<file path="src/design/csrg_pkg.sv">
package csrg_pkg;

	// Field widths.
	localparam int BS_W   = 17;
	localparam int SLOT_W = 31;
	localparam int IDX_W  = 16;
	localparam int LEN_W  = 17;

	// Block size register reset value and saturation limit.
	localparam logic [BS_W-1:0] BS_RESET = 17'd128;
	localparam logic [BS_W-1:0] BS_MAX   = 17'h10000;

	// Longest run before it is forcibly closed.
	localparam logic [LEN_W-1:0] RUN_MAX = 17'h10000;

	// Default list length at which the position counter wraps.
	localparam int MAX_LIST_LEN_DEF = 65536;

	// Depth of the queue between front and back.
	localparam int FIFO_DEPTH = 4;

	// Remainder unit: dividend padded to 32 bits, four bits per cycle.
	localparam int REM_DIVIDEND_W = 32;
	localparam int REM_BITS_PER_CYC = 4;
	localparam int REM_CYCLES = REM_DIVIDEND_W / REM_BITS_PER_CYC;

	// One input beat after classification.
	typedef struct packed {
		logic [SLOT_W-1:0] slot;
		logic              skip;
		logic              eol;
	} csrg_item_t;

	// One result record.
	typedef struct packed {
		logic [IDX_W-1:0]  source_index;
		logic [SLOT_W-1:0] start_slot;
		logic [LEN_W-1:0]  run_length;
		logic              last_record;
	} csrg_rec_t;

	// Status of the remainder unit as seen by the back end.
	typedef struct packed {
		logic            busy;
		logic            done;
		logic [BS_W-1:0] rem;
	} csrg_rem_stat_t;

endpackage

</file>
<file path="src/design/csrg_front.sv">
module csrg_front
	import csrg_pkg::*;
(
	input  logic              clk,
	input  logic              arst_n,
	input  logic              in_valid,
	output logic              in_ready,
	input  logic [31:0]       slot,
	input  logic              end_of_list,
	input  logic              pop,
	output logic              head_valid,
	output csrg_item_t        head
);

	localparam int PTR_W = $clog2(FIFO_DEPTH);

	csrg_item_t       queue_q [FIFO_DEPTH];
	logic [PTR_W-1:0] wr_ptr_q;
	logic [PTR_W-1:0] rd_ptr_q;
	logic [PTR_W:0]   count_q;
	logic             push;
	csrg_item_t       item;

	// Classify the incoming beat: the sign bit marks a skipped entry.
	always_comb begin
		item.slot = slot[SLOT_W-1:0];
		item.skip = slot[31];
		item.eol  = end_of_list;
	end

	assign in_ready   = (count_q != (PTR_W+1)'(FIFO_DEPTH));
	assign push       = in_valid && in_ready;
	assign head_valid = (count_q != '0);
	assign head       = queue_q[rd_ptr_q];

	// Queue storage; entries need no reset.
	always_ff @(posedge clk) begin
		if (push) begin
			queue_q[wr_ptr_q] <= item;
		end
	end

	// Queue pointers and fill count.
	always_ff @(posedge clk or negedge arst_n) begin
		if (!arst_n) begin
			wr_ptr_q <= '0;
			rd_ptr_q <= '0;
			count_q  <= '0;
		end else begin
			if (push) begin
				wr_ptr_q <= wr_ptr_q + PTR_W'(1);
			end
			if (pop) begin
				rd_ptr_q <= rd_ptr_q + PTR_W'(1);
			end
			case ({push, pop})
				2'b10:   count_q <= count_q + (PTR_W+1)'(1);
				2'b01:   count_q <= count_q - (PTR_W+1)'(1);
				default: count_q <= count_q;
			endcase
		end
	end

endmodule

</file>
<file path="src/design/csrg_rem.sv">
module csrg_rem
	import csrg_pkg::*;
(
	input  logic              clk,
	input  logic              arst_n,
	input  logic              start,
	input  logic [SLOT_W-1:0] dividend,
	input  logic [BS_W-1:0]   divisor,
	output csrg_rem_stat_t    stat
);

	localparam int CNT_W = $clog2(REM_CYCLES);

	logic                      busy_q;
	logic                      done_q;
	logic [CNT_W-1:0]          cnt_q;
	logic [REM_DIVIDEND_W-1:0] shift_q;
	logic [BS_W-1:0]           rem_q;
	logic [BS_W-1:0]           rem_next;

	// Restoring remainder steps, several dividend bits per cycle.
	always_comb begin
		logic [BS_W:0] t;
		rem_next = rem_q;
		for (int i = 0; i < REM_BITS_PER_CYC; i++) begin
			t = {rem_next, shift_q[REM_DIVIDEND_W-1-i]};
			if (t >= {1'b0, divisor}) begin
				t = t - {1'b0, divisor};
			end
			rem_next = t[BS_W-1:0];
		end
	end

	assign stat.busy = busy_q;
	assign stat.done = done_q;
	assign stat.rem  = rem_q;

	// Iteration control and datapath registers.
	always_ff @(posedge clk or negedge arst_n) begin
		if (!arst_n) begin
			busy_q  <= 1'b0;
			done_q  <= 1'b0;
			cnt_q   <= '0;
			shift_q <= '0;
			rem_q   <= '0;
		end else begin
			done_q <= 1'b0;
			if (start) begin
				busy_q  <= 1'b1;
				cnt_q   <= '0;
				shift_q <= REM_DIVIDEND_W'(dividend);
				rem_q   <= '0;
			end else if (busy_q) begin
				rem_q   <= rem_next;
				shift_q <= shift_q << REM_BITS_PER_CYC;
				cnt_q   <= cnt_q + CNT_W'(1);
				if (cnt_q == CNT_W'(REM_CYCLES - 1)) begin
					busy_q <= 1'b0;
					done_q <= 1'b1;
				end
			end
		end
	end

endmodule

</file>
<file path="src/design/csrg_back.sv">
module csrg_back
	import csrg_pkg::*;
#(
	parameter int MAX_LIST_LEN = MAX_LIST_LEN_DEF
) (
	input  logic            clk,
	input  logic            arst_n,
	input  logic [BS_W-1:0] bs,
	input  logic            head_valid,
	input  csrg_item_t      head,
	output logic            pop,
	output logic            out_valid,
	input  logic            out_ready,
	output csrg_rec_t       out_rec
);

	// The position wraps at the list length limit or at the index width, whichever is smaller.
	localparam int POS_LIM = (MAX_LIST_LEN < (1 << IDX_W)) ? MAX_LIST_LEN : (1 << IDX_W);
	localparam int POS_W   = $clog2(POS_LIM);

	typedef enum logic {
		B_ITEM,
		B_END
	} back_state_t;

	back_state_t       state_q;
	logic              run_open_q;
	logic [SLOT_W-1:0] prev_q;
	logic [BS_W-1:0]   off_q;
	logic [IDX_W-1:0]  rsi_q;
	logic [SLOT_W-1:0] rss_q;
	logic [LEN_W-1:0]  cnt_q;
	logic [POS_W-1:0]  pos_q;
	logic              out_valid_q;
	csrg_rec_t         out_rec_q;

	csrg_rem_stat_t    rem_stat;
	logic              rem_start;
	logic [31:0]       pos_wide;
	logic [31:0]       prev_inc;
	logic              seq;
	logic              in_block;
	logic              extend;
	logic              close;
	logic              out_free;
	logic              go;
	logic              end_go;
	csrg_rec_t         item_rec;
	csrg_rec_t         end_rec;

	// Block offset of a newly opened run's first slot.
	csrg_rem u_rem (
		.clk      (clk),
		.arst_n   (arst_n),
		.start    (rem_start),
		.dividend (head.slot),
		.divisor  (bs),
		.stat     (rem_stat)
	);

	assign pos_wide = 32'(pos_q);
	assign prev_inc = {1'b0, prev_q} + 32'd1;

	// Run continuation test for the head beat.
	assign seq      = (prev_inc == {1'b0, head.slot});
	assign in_block = ((off_q + BS_W'(1)) != bs);
	assign extend   = !head.skip && run_open_q && (cnt_q != RUN_MAX) && seq && in_block;
	assign close    = !extend && run_open_q;

	assign out_free  = !out_valid_q || out_ready;
	assign go        = (state_q == B_ITEM) && head_valid && !rem_stat.busy
	                   && !rem_stat.done && out_free;
	assign end_go    = (state_q == B_END) && out_free;
	assign pop       = go;
	assign rem_start = go && !extend && !head.skip && !head.eol;

	// Record for the end of a list when the head beat emits only one record.
	always_comb begin
		if (extend) begin
			end_rec = '{source_index: rsi_q, start_slot: rss_q,
			            run_length: cnt_q + LEN_W'(1), last_record: 1'b1};
		end else if (!head.skip) begin
			end_rec = '{source_index: pos_wide[IDX_W-1:0], start_slot: head.slot,
			            run_length: LEN_W'(1), last_record: 1'b1};
		end else begin
			end_rec = '{source_index: '0, start_slot: '0,
			            run_length: '0, last_record: 1'b1};
		end
	end

	// The closing record of an open run goes out first.
	always_comb begin
		if (close) begin
			item_rec = '{source_index: rsi_q, start_slot: rss_q,
			             run_length: cnt_q, last_record: 1'b0};
		end else begin
			item_rec = end_rec;
		end
	end

	assign out_valid = out_valid_q;
	assign out_rec   = out_rec_q;

	// Run state, list position, output register and sequencer.
	always_ff @(posedge clk or negedge arst_n) begin
		if (!arst_n) begin
			state_q     <= B_ITEM;
			run_open_q  <= 1'b0;
			prev_q      <= '0;
			off_q       <= '0;
			rsi_q       <= '0;
			rss_q       <= '0;
			cnt_q       <= '0;
			pos_q       <= '0;
			out_valid_q <= 1'b0;
			out_rec_q   <= '0;
		end else begin
			if (out_ready) begin
				out_valid_q <= 1'b0;
			end
			if (rem_stat.done) begin
				off_q <= rem_stat.rem;
			end
			unique case (state_q)
				B_ITEM: begin
					if (go) begin
						if (close || head.eol) begin
							out_valid_q <= 1'b1;
							out_rec_q   <= item_rec;
						end
						if (extend) begin
							cnt_q  <= cnt_q + LEN_W'(1);
							prev_q <= head.slot;
							off_q  <= off_q + BS_W'(1);
						end else if (!head.skip) begin
							run_open_q <= 1'b1;
							rsi_q      <= pos_wide[IDX_W-1:0];
							rss_q      <= head.slot;
							cnt_q      <= LEN_W'(1);
							prev_q     <= head.slot;
						end else begin
							run_open_q <= 1'b0;
						end
						if (head.eol) begin
							pos_q <= '0;
							if (close) begin
								state_q <= B_END;
							end else begin
								run_open_q <= 1'b0;
							end
						end else if (pos_q == POS_W'(POS_LIM - 1)) begin
							pos_q <= '0;
						end else begin
							pos_q <= pos_q + POS_W'(1);
						end
					end
				end
				B_END: begin
					if (end_go) begin
						out_valid_q <= 1'b1;
						if (run_open_q) begin
							out_rec_q <= '{source_index: rsi_q, start_slot: rss_q,
							               run_length: cnt_q, last_record: 1'b1};
						end else begin
							out_rec_q <= '{source_index: '0, start_slot: '0,
							               run_length: '0, last_record: 1'b1};
						end
						run_open_q <= 1'b0;
						state_q    <= B_ITEM;
					end
				end
				default: state_q <= B_ITEM;
			endcase
		end
	end

endmodule

</file>
<file path="src/design/contiguous_slot_run_grouper.sv">
// Channel  | Handshake            | Payload
// ---------+----------------------+---------------------------------------------------
// input    | in_valid / in_ready  | slot[31:0], end_of_list
// output   | out_valid / out_ready| source_index, start_slot, run_length, last_record
// config   | cfg_wr_en            | cfg_wr_data[16:0] (slots per block)
//
// A beat that extends a run or is skipped needs no remainder computation.
// A beat that opens a run (not at list end) holds the back end while the block offset
// of its slot is computed by a remainder unit that retires four bits per cycle.
// A beat that closes a run and ends the list emits two records: the closing one, then the last.
// A four-entry queue keeps accepting beats until full while the back end works or the
// output stalls; reset clears the queue, run state and the output register.
module contiguous_slot_run_grouper
	import csrg_pkg::*;
#(
	parameter int MAX_LIST_LEN = MAX_LIST_LEN_DEF
) (
	input  logic              clk,
	input  logic              arst_n,
	input  logic              cfg_wr_en,
	input  logic [BS_W-1:0]   cfg_wr_data,
	input  logic              in_valid,
	output logic              in_ready,
	input  logic [31:0]       slot,
	input  logic              end_of_list,
	output logic              out_valid,
	input  logic              out_ready,
	output logic [IDX_W-1:0]  source_index,
	output logic [SLOT_W-1:0] start_slot,
	output logic [LEN_W-1:0]  run_length,
	output logic              last_record
);

	logic [BS_W-1:0] bs_q;
	logic            head_valid;
	csrg_item_t      head;
	logic            pop;
	csrg_rec_t       out_rec;

	// Block size register; zero reads as one, large values saturate.
	always_ff @(posedge clk or negedge arst_n) begin
		if (!arst_n) begin
			bs_q <= BS_RESET;
		end else if (cfg_wr_en) begin
			if (cfg_wr_data == '0) begin
				bs_q <= BS_W'(1);
			end else if (cfg_wr_data > BS_MAX) begin
				bs_q <= BS_MAX;
			end else begin
				bs_q <= cfg_wr_data;
			end
		end
	end

	// Front end: accept and classify beats into the queue.
	csrg_front u_front (
		.clk         (clk),
		.arst_n      (arst_n),
		.in_valid    (in_valid),
		.in_ready    (in_ready),
		.slot        (slot),
		.end_of_list (end_of_list),
		.pop         (pop),
		.head_valid  (head_valid),
		.head        (head)
	);

	// Back end: run tracking and record output.
	csrg_back #(
		.MAX_LIST_LEN (MAX_LIST_LEN)
	) u_back (
		.clk        (clk),
		.arst_n     (arst_n),
		.bs         (bs_q),
		.head_valid (head_valid),
		.head       (head),
		.pop        (pop),
		.out_valid  (out_valid),
		.out_ready  (out_ready),
		.out_rec    (out_rec)
	);

	assign source_index = out_rec.source_index;
	assign start_slot   = out_rec.start_slot;
	assign run_length   = out_rec.run_length;
	assign last_record  = out_rec.last_record;

endmodule

</file>
<file path="config.mk">
export PLATFORM = sky130hd
export DESIGN_NAME = contiguous_slot_run_grouper
export DESIGN_NICKNAME = d
export VERILOG_FILES = /design/src/design/csrg_pkg.sv /design/src/design/csrg_front.sv /design/src/design/csrg_rem.sv /design/src/design/csrg_back.sv /design/src/design/contiguous_slot_run_grouper.sv
export SDC_FILE = /design/constraint.sdc
export NUM_CORES = 1
export LEC_CHECK = 0
export BUFFER_PORTS_ARGS = -buffer_cell sky130_fd_sc_hd__buf_2
export CAP_MARGIN = 15
export CORE_UTILIZATION = 36
export DETAILED_ROUTE_END_ITERATION = 10
export SLEW_MARGIN = 10
export SYNTH_ARGS = -nofsm -noshare
export SYNTH_HDL_FRONTEND = slang
export SYNTH_SLANG_ARGS = --single-unit
</file>
<file path="constraint.sdc">
create_clock -name clk -period 20.9 [get_ports clk]
set_clock_uncertainty 0.15 [all_clocks]
set_input_delay 2.09 -clock clk [delete_from_list [all_inputs] [get_ports clk]]
set_output_delay 2.09 -clock clk [all_outputs]
set_load 0.005 [all_outputs]
</file>
==> metrics.log <==
[metrics] status: completed
[metrics] hold path startpoint: u_back.u_rem.cnt_q[0]
[metrics] global-route wire length before repair: 101 mm
[metrics] kind of critical path: register to register
[metrics] vias in the first global route: 17259
[metrics] number of buffers created by CTS: 44
[metrics] Synthesis Warnings: 0
[metrics] area taken by flip-flops and latches: 0.0108 mm^2
[metrics] startpoint types: register
[metrics] share of synthesized area spent on multiplexers: 0.0928
[metrics] headroom to the max-slew limit: 0.271
[metrics] clock tree from TritonCTS: done
[metrics] family with the most delay on the worst path: compound AO/OA/AOI/OAI gates
[metrics] Most used DFF post-synth: dfrtp_1
[metrics] critical path capture point type: register
[metrics] Async SR Flop Fraction: 0.675
[metrics] Synth Net Count: 2371
[metrics] post-detailed-route count of antenna-violating nets: 0
[metrics] Placed Instance Area: 0.0243 mm^2
[metrics] number of distinct library cells after synthesis: 83
[metrics] chip height: 254 um
[metrics] area of the die: 0.0647 mm^2
[metrics] post-synthesis share of cell area spent on and, or, nand and nor gates: 0.147
[metrics] worst flop-to-flop path startpoint: bs_q[1]
[metrics] final setup violation count: 0
[metrics] Max Slew Vio Count: 0
[metrics] PostCTS Resize Cnt: 0
[metrics] post-synthesis compound-gate area fraction: 0.154
[metrics] total standard cell area after synthesis: 0.0229 mm^2
[metrics] Post-Synth XOR/XNOR Area: 0.0462
[metrics] Post-synth EDFFs: 132
[metrics] overall via count from detail_route: 17681
[metrics] RSZ-0062 raised after global routing: false
[metrics] Syn Inst Count: 2231
[metrics] maximum number of pins on one net before global-route repair: 100
[metrics] I/O Pins: 122
[metrics] fraction of synthesized cell area taken by the top area cell type: 0.298
[metrics] number of buffers inserted to repair setup after CTS: 0
[metrics] Cell Rows: 92
[metrics] proportion of synthesized chip area in sequential cells: 0.472
[metrics] WP buf/inv: 3
[metrics] max-capacitance violation count: 0
[metrics] routed vias/inst: 5.56
[metrics] worst-path maximum fanout: 31
[metrics] final net count: 2440
[metrics] routed length per instance: 20.5 um
[metrics] share of final-layout standard cells stronger than drive strength 1: 0.169
[metrics] Initial Utilization: 0.364
[metrics] synth top area cells: dfrtp_1 30%, edfxtp_1 17%, ha_1 4.4%
[metrics] area of the multi-input gates: 0.0112 mm^2
[metrics] path class of the lowest-slack min-delay path: register to register
[metrics] arrival time worst endpoint: 12.73 ns
[metrics] mean post-synth cell area: 10.3 um^2
[metrics] Post-route DRC: 0
[metrics] Worst Path Required: 21.16 ns
[metrics] top library cells by usage in the layout, fill and taps aside: 270 x dfrtp_1, 206 x nand2_1, 166 x o21ai_0
[metrics] post-detailed-routing wire length: 65.1 mm
[metrics] Longest Clk Path Bufs: 3
[metrics] Clock Latency Late Sink: 0.61 ns
[metrics] launching instance or port of the critical path: bs_q[1]
[metrics] Die X-Extent: 254 um
[metrics] CTS Root Buffer Type: clkbuf_16
[metrics] Final period util: 0.597
[metrics] sink count of the clock tree: 406
[metrics] number of buffers added to fix hold violations after cts: 0
[metrics] Finished Core Util: 0.411
[metrics] number of antenna cells inserted: 0
[metrics] library cell with the largest summed area after synthesis: dfrtp_1
[metrics] transition time at the pin with the least slew margin: 1.09 ns
[metrics] combinational family with the most area after synthesis: compound AO/OA/AOI/OAI gates
[metrics] count of buffers from port buffering: 121
[metrics] initial drt markers: 1375
[metrics] commonest non-fill, non-tap cell in the layout: dfrtp_1
[metrics] antenna violations before repair: 4
[metrics] filler instances: 5980
[metrics] arithmetic-cell share of the synthesized area counting full adders, half adders and majority gates: 0.0484
[metrics] number of flip-flops and latches in the synthesized netlist: 406
[metrics] first drt pass iteration count: 5
[metrics] post-route design area: 0.0259 mm^2
[metrics] minimum clock period after layout: 12.47 ns
[metrics] number of hold violations in the final report: 0
[metrics] setup total negative slack: 0 ns
[metrics] Layout Area Growth over Synthesis: 12.8%
[metrics] Global Route Usage Sum: 0.200
[metrics] highest achievable clock rate: 0.0802 GHz
[metrics] GRT Residual Overflow: 0
[metrics] sum of net half-perimeters after detailed placement: 45.3 mm
[metrics] GP Congestion: 0.950
[metrics] master of the slowest instance on the critical path: and2_1
[metrics] slowest cell delay on critical path: 0.81 ns
[metrics] H-tree lvl count: 2
[metrics] area of the core: 0.0630 mm^2
[metrics] Clk pin slew, worst setup/hold paths: 0.06 ns
## synth_stat cells, types with 56 or more instances
library cell,count
a21oi_1,116
a22oi_1,72
clkbuf_1,90
dfrtp_1,273
edfxtp_1,132
ha_1,80
inv_1,92
mux2_2,80
nand2_1,206
nand3_1,56
nor2_1,162
nor3_1,64
o21ai_0,167
xnor2_1,79
## area by class of cell
| type | count | area share |
|---|---|---|
| clock buffers | 61 | 0.0488 |
| clock inverters | 21 | 0.0125 |
| inverters | 93 | 0.0135 |
| multi-input cells | 1608 | 0.435 |
| flip-flops and latches | 406 | 0.418 |
| well taps | 846 | 0.0409 |
| repair buffers | 147 | 0.0313 |
## through the flow
step / worst slack, ns / cells / hold slack (ns)
after floorplan: 10.02 / 2231 / 0.302
after global placement: 9.05 / 3100 / 0.320
after detailed placement: 8.64 / 3100 / 0.347
after CTS: 8.59 / 3182 / 0.361
after global routing: 7.40 / 3182 / 0.369
final: 8.43 / 3182 / 0.349
## registers in the layout, indices dropped and copies added, names as in the netlist, 2 cells and up
| name | cells |
|---|---|
| bs_q | 17 |
| u_back.cnt_q | 17 |
| u_back.off_q | 17 |
| u_back.out_rec | 65 |
| u_back.pos_q | 16 |
| u_back.prev_q | 31 |
| u_back.rsi_q | 16 |
| u_back.rss_q | 31 |
| u_back.u_rem.cnt_q | 3 |
| u_back.u_rem.rem_q | 17 |
| u_back.u_rem.shift_q | 32 |
| u_front.count_q | 3 |
| u_front.queue_q | 132 |
| u_front.rd_ptr_q | 2 |
| u_front.wr_ptr_q | 2 |
## logic make-up (layout without fill, tap and decap cells)
| family | Yosys count | in the layout |
|---|---|---|
| muxes | 152 | 152 |
| adders and majority gates | 86 | 86 |
| xor gates and xnor gates | 121 | 121 |
| AOI/OAI and AO/OA | 552 | 552 |
| buffers and inverters | 217 | 322 |
| and+or+nand+nor | 697 | 697 |
| DFF | 406 | 406 |
## metal layers
metal  vias up  wire length (um)  track usage
met1      8790             29100        0.270
li1       8343                 -            -
met4         4              1820       0.0616
met2       438             31100        0.334
met5         -                22            0
met3       106              3050       0.0260
## final timing paths
path	end	slack, ns	cells after the start
worst min-delay path	u_back.u_rem.cnt_q[0]	0.35	1
worst max register to register	u_back.u_rem.rem_q[8]	8.43	36
min in group asynchronous	u_back.off_q[12]	1.41	1
worst min register to register	u_back.u_rem.cnt_q[0]	0.35	1
max in group asynchronous	u_front.rd_ptr_q[0]	17.19	3
worst max-delay path	u_back.u_rem.rem_q[8]	8.43	36
Power is left out: the tool's default activity adds up to more than one toggle a clock period on the data nets, which glitch-free logic cannot reach.
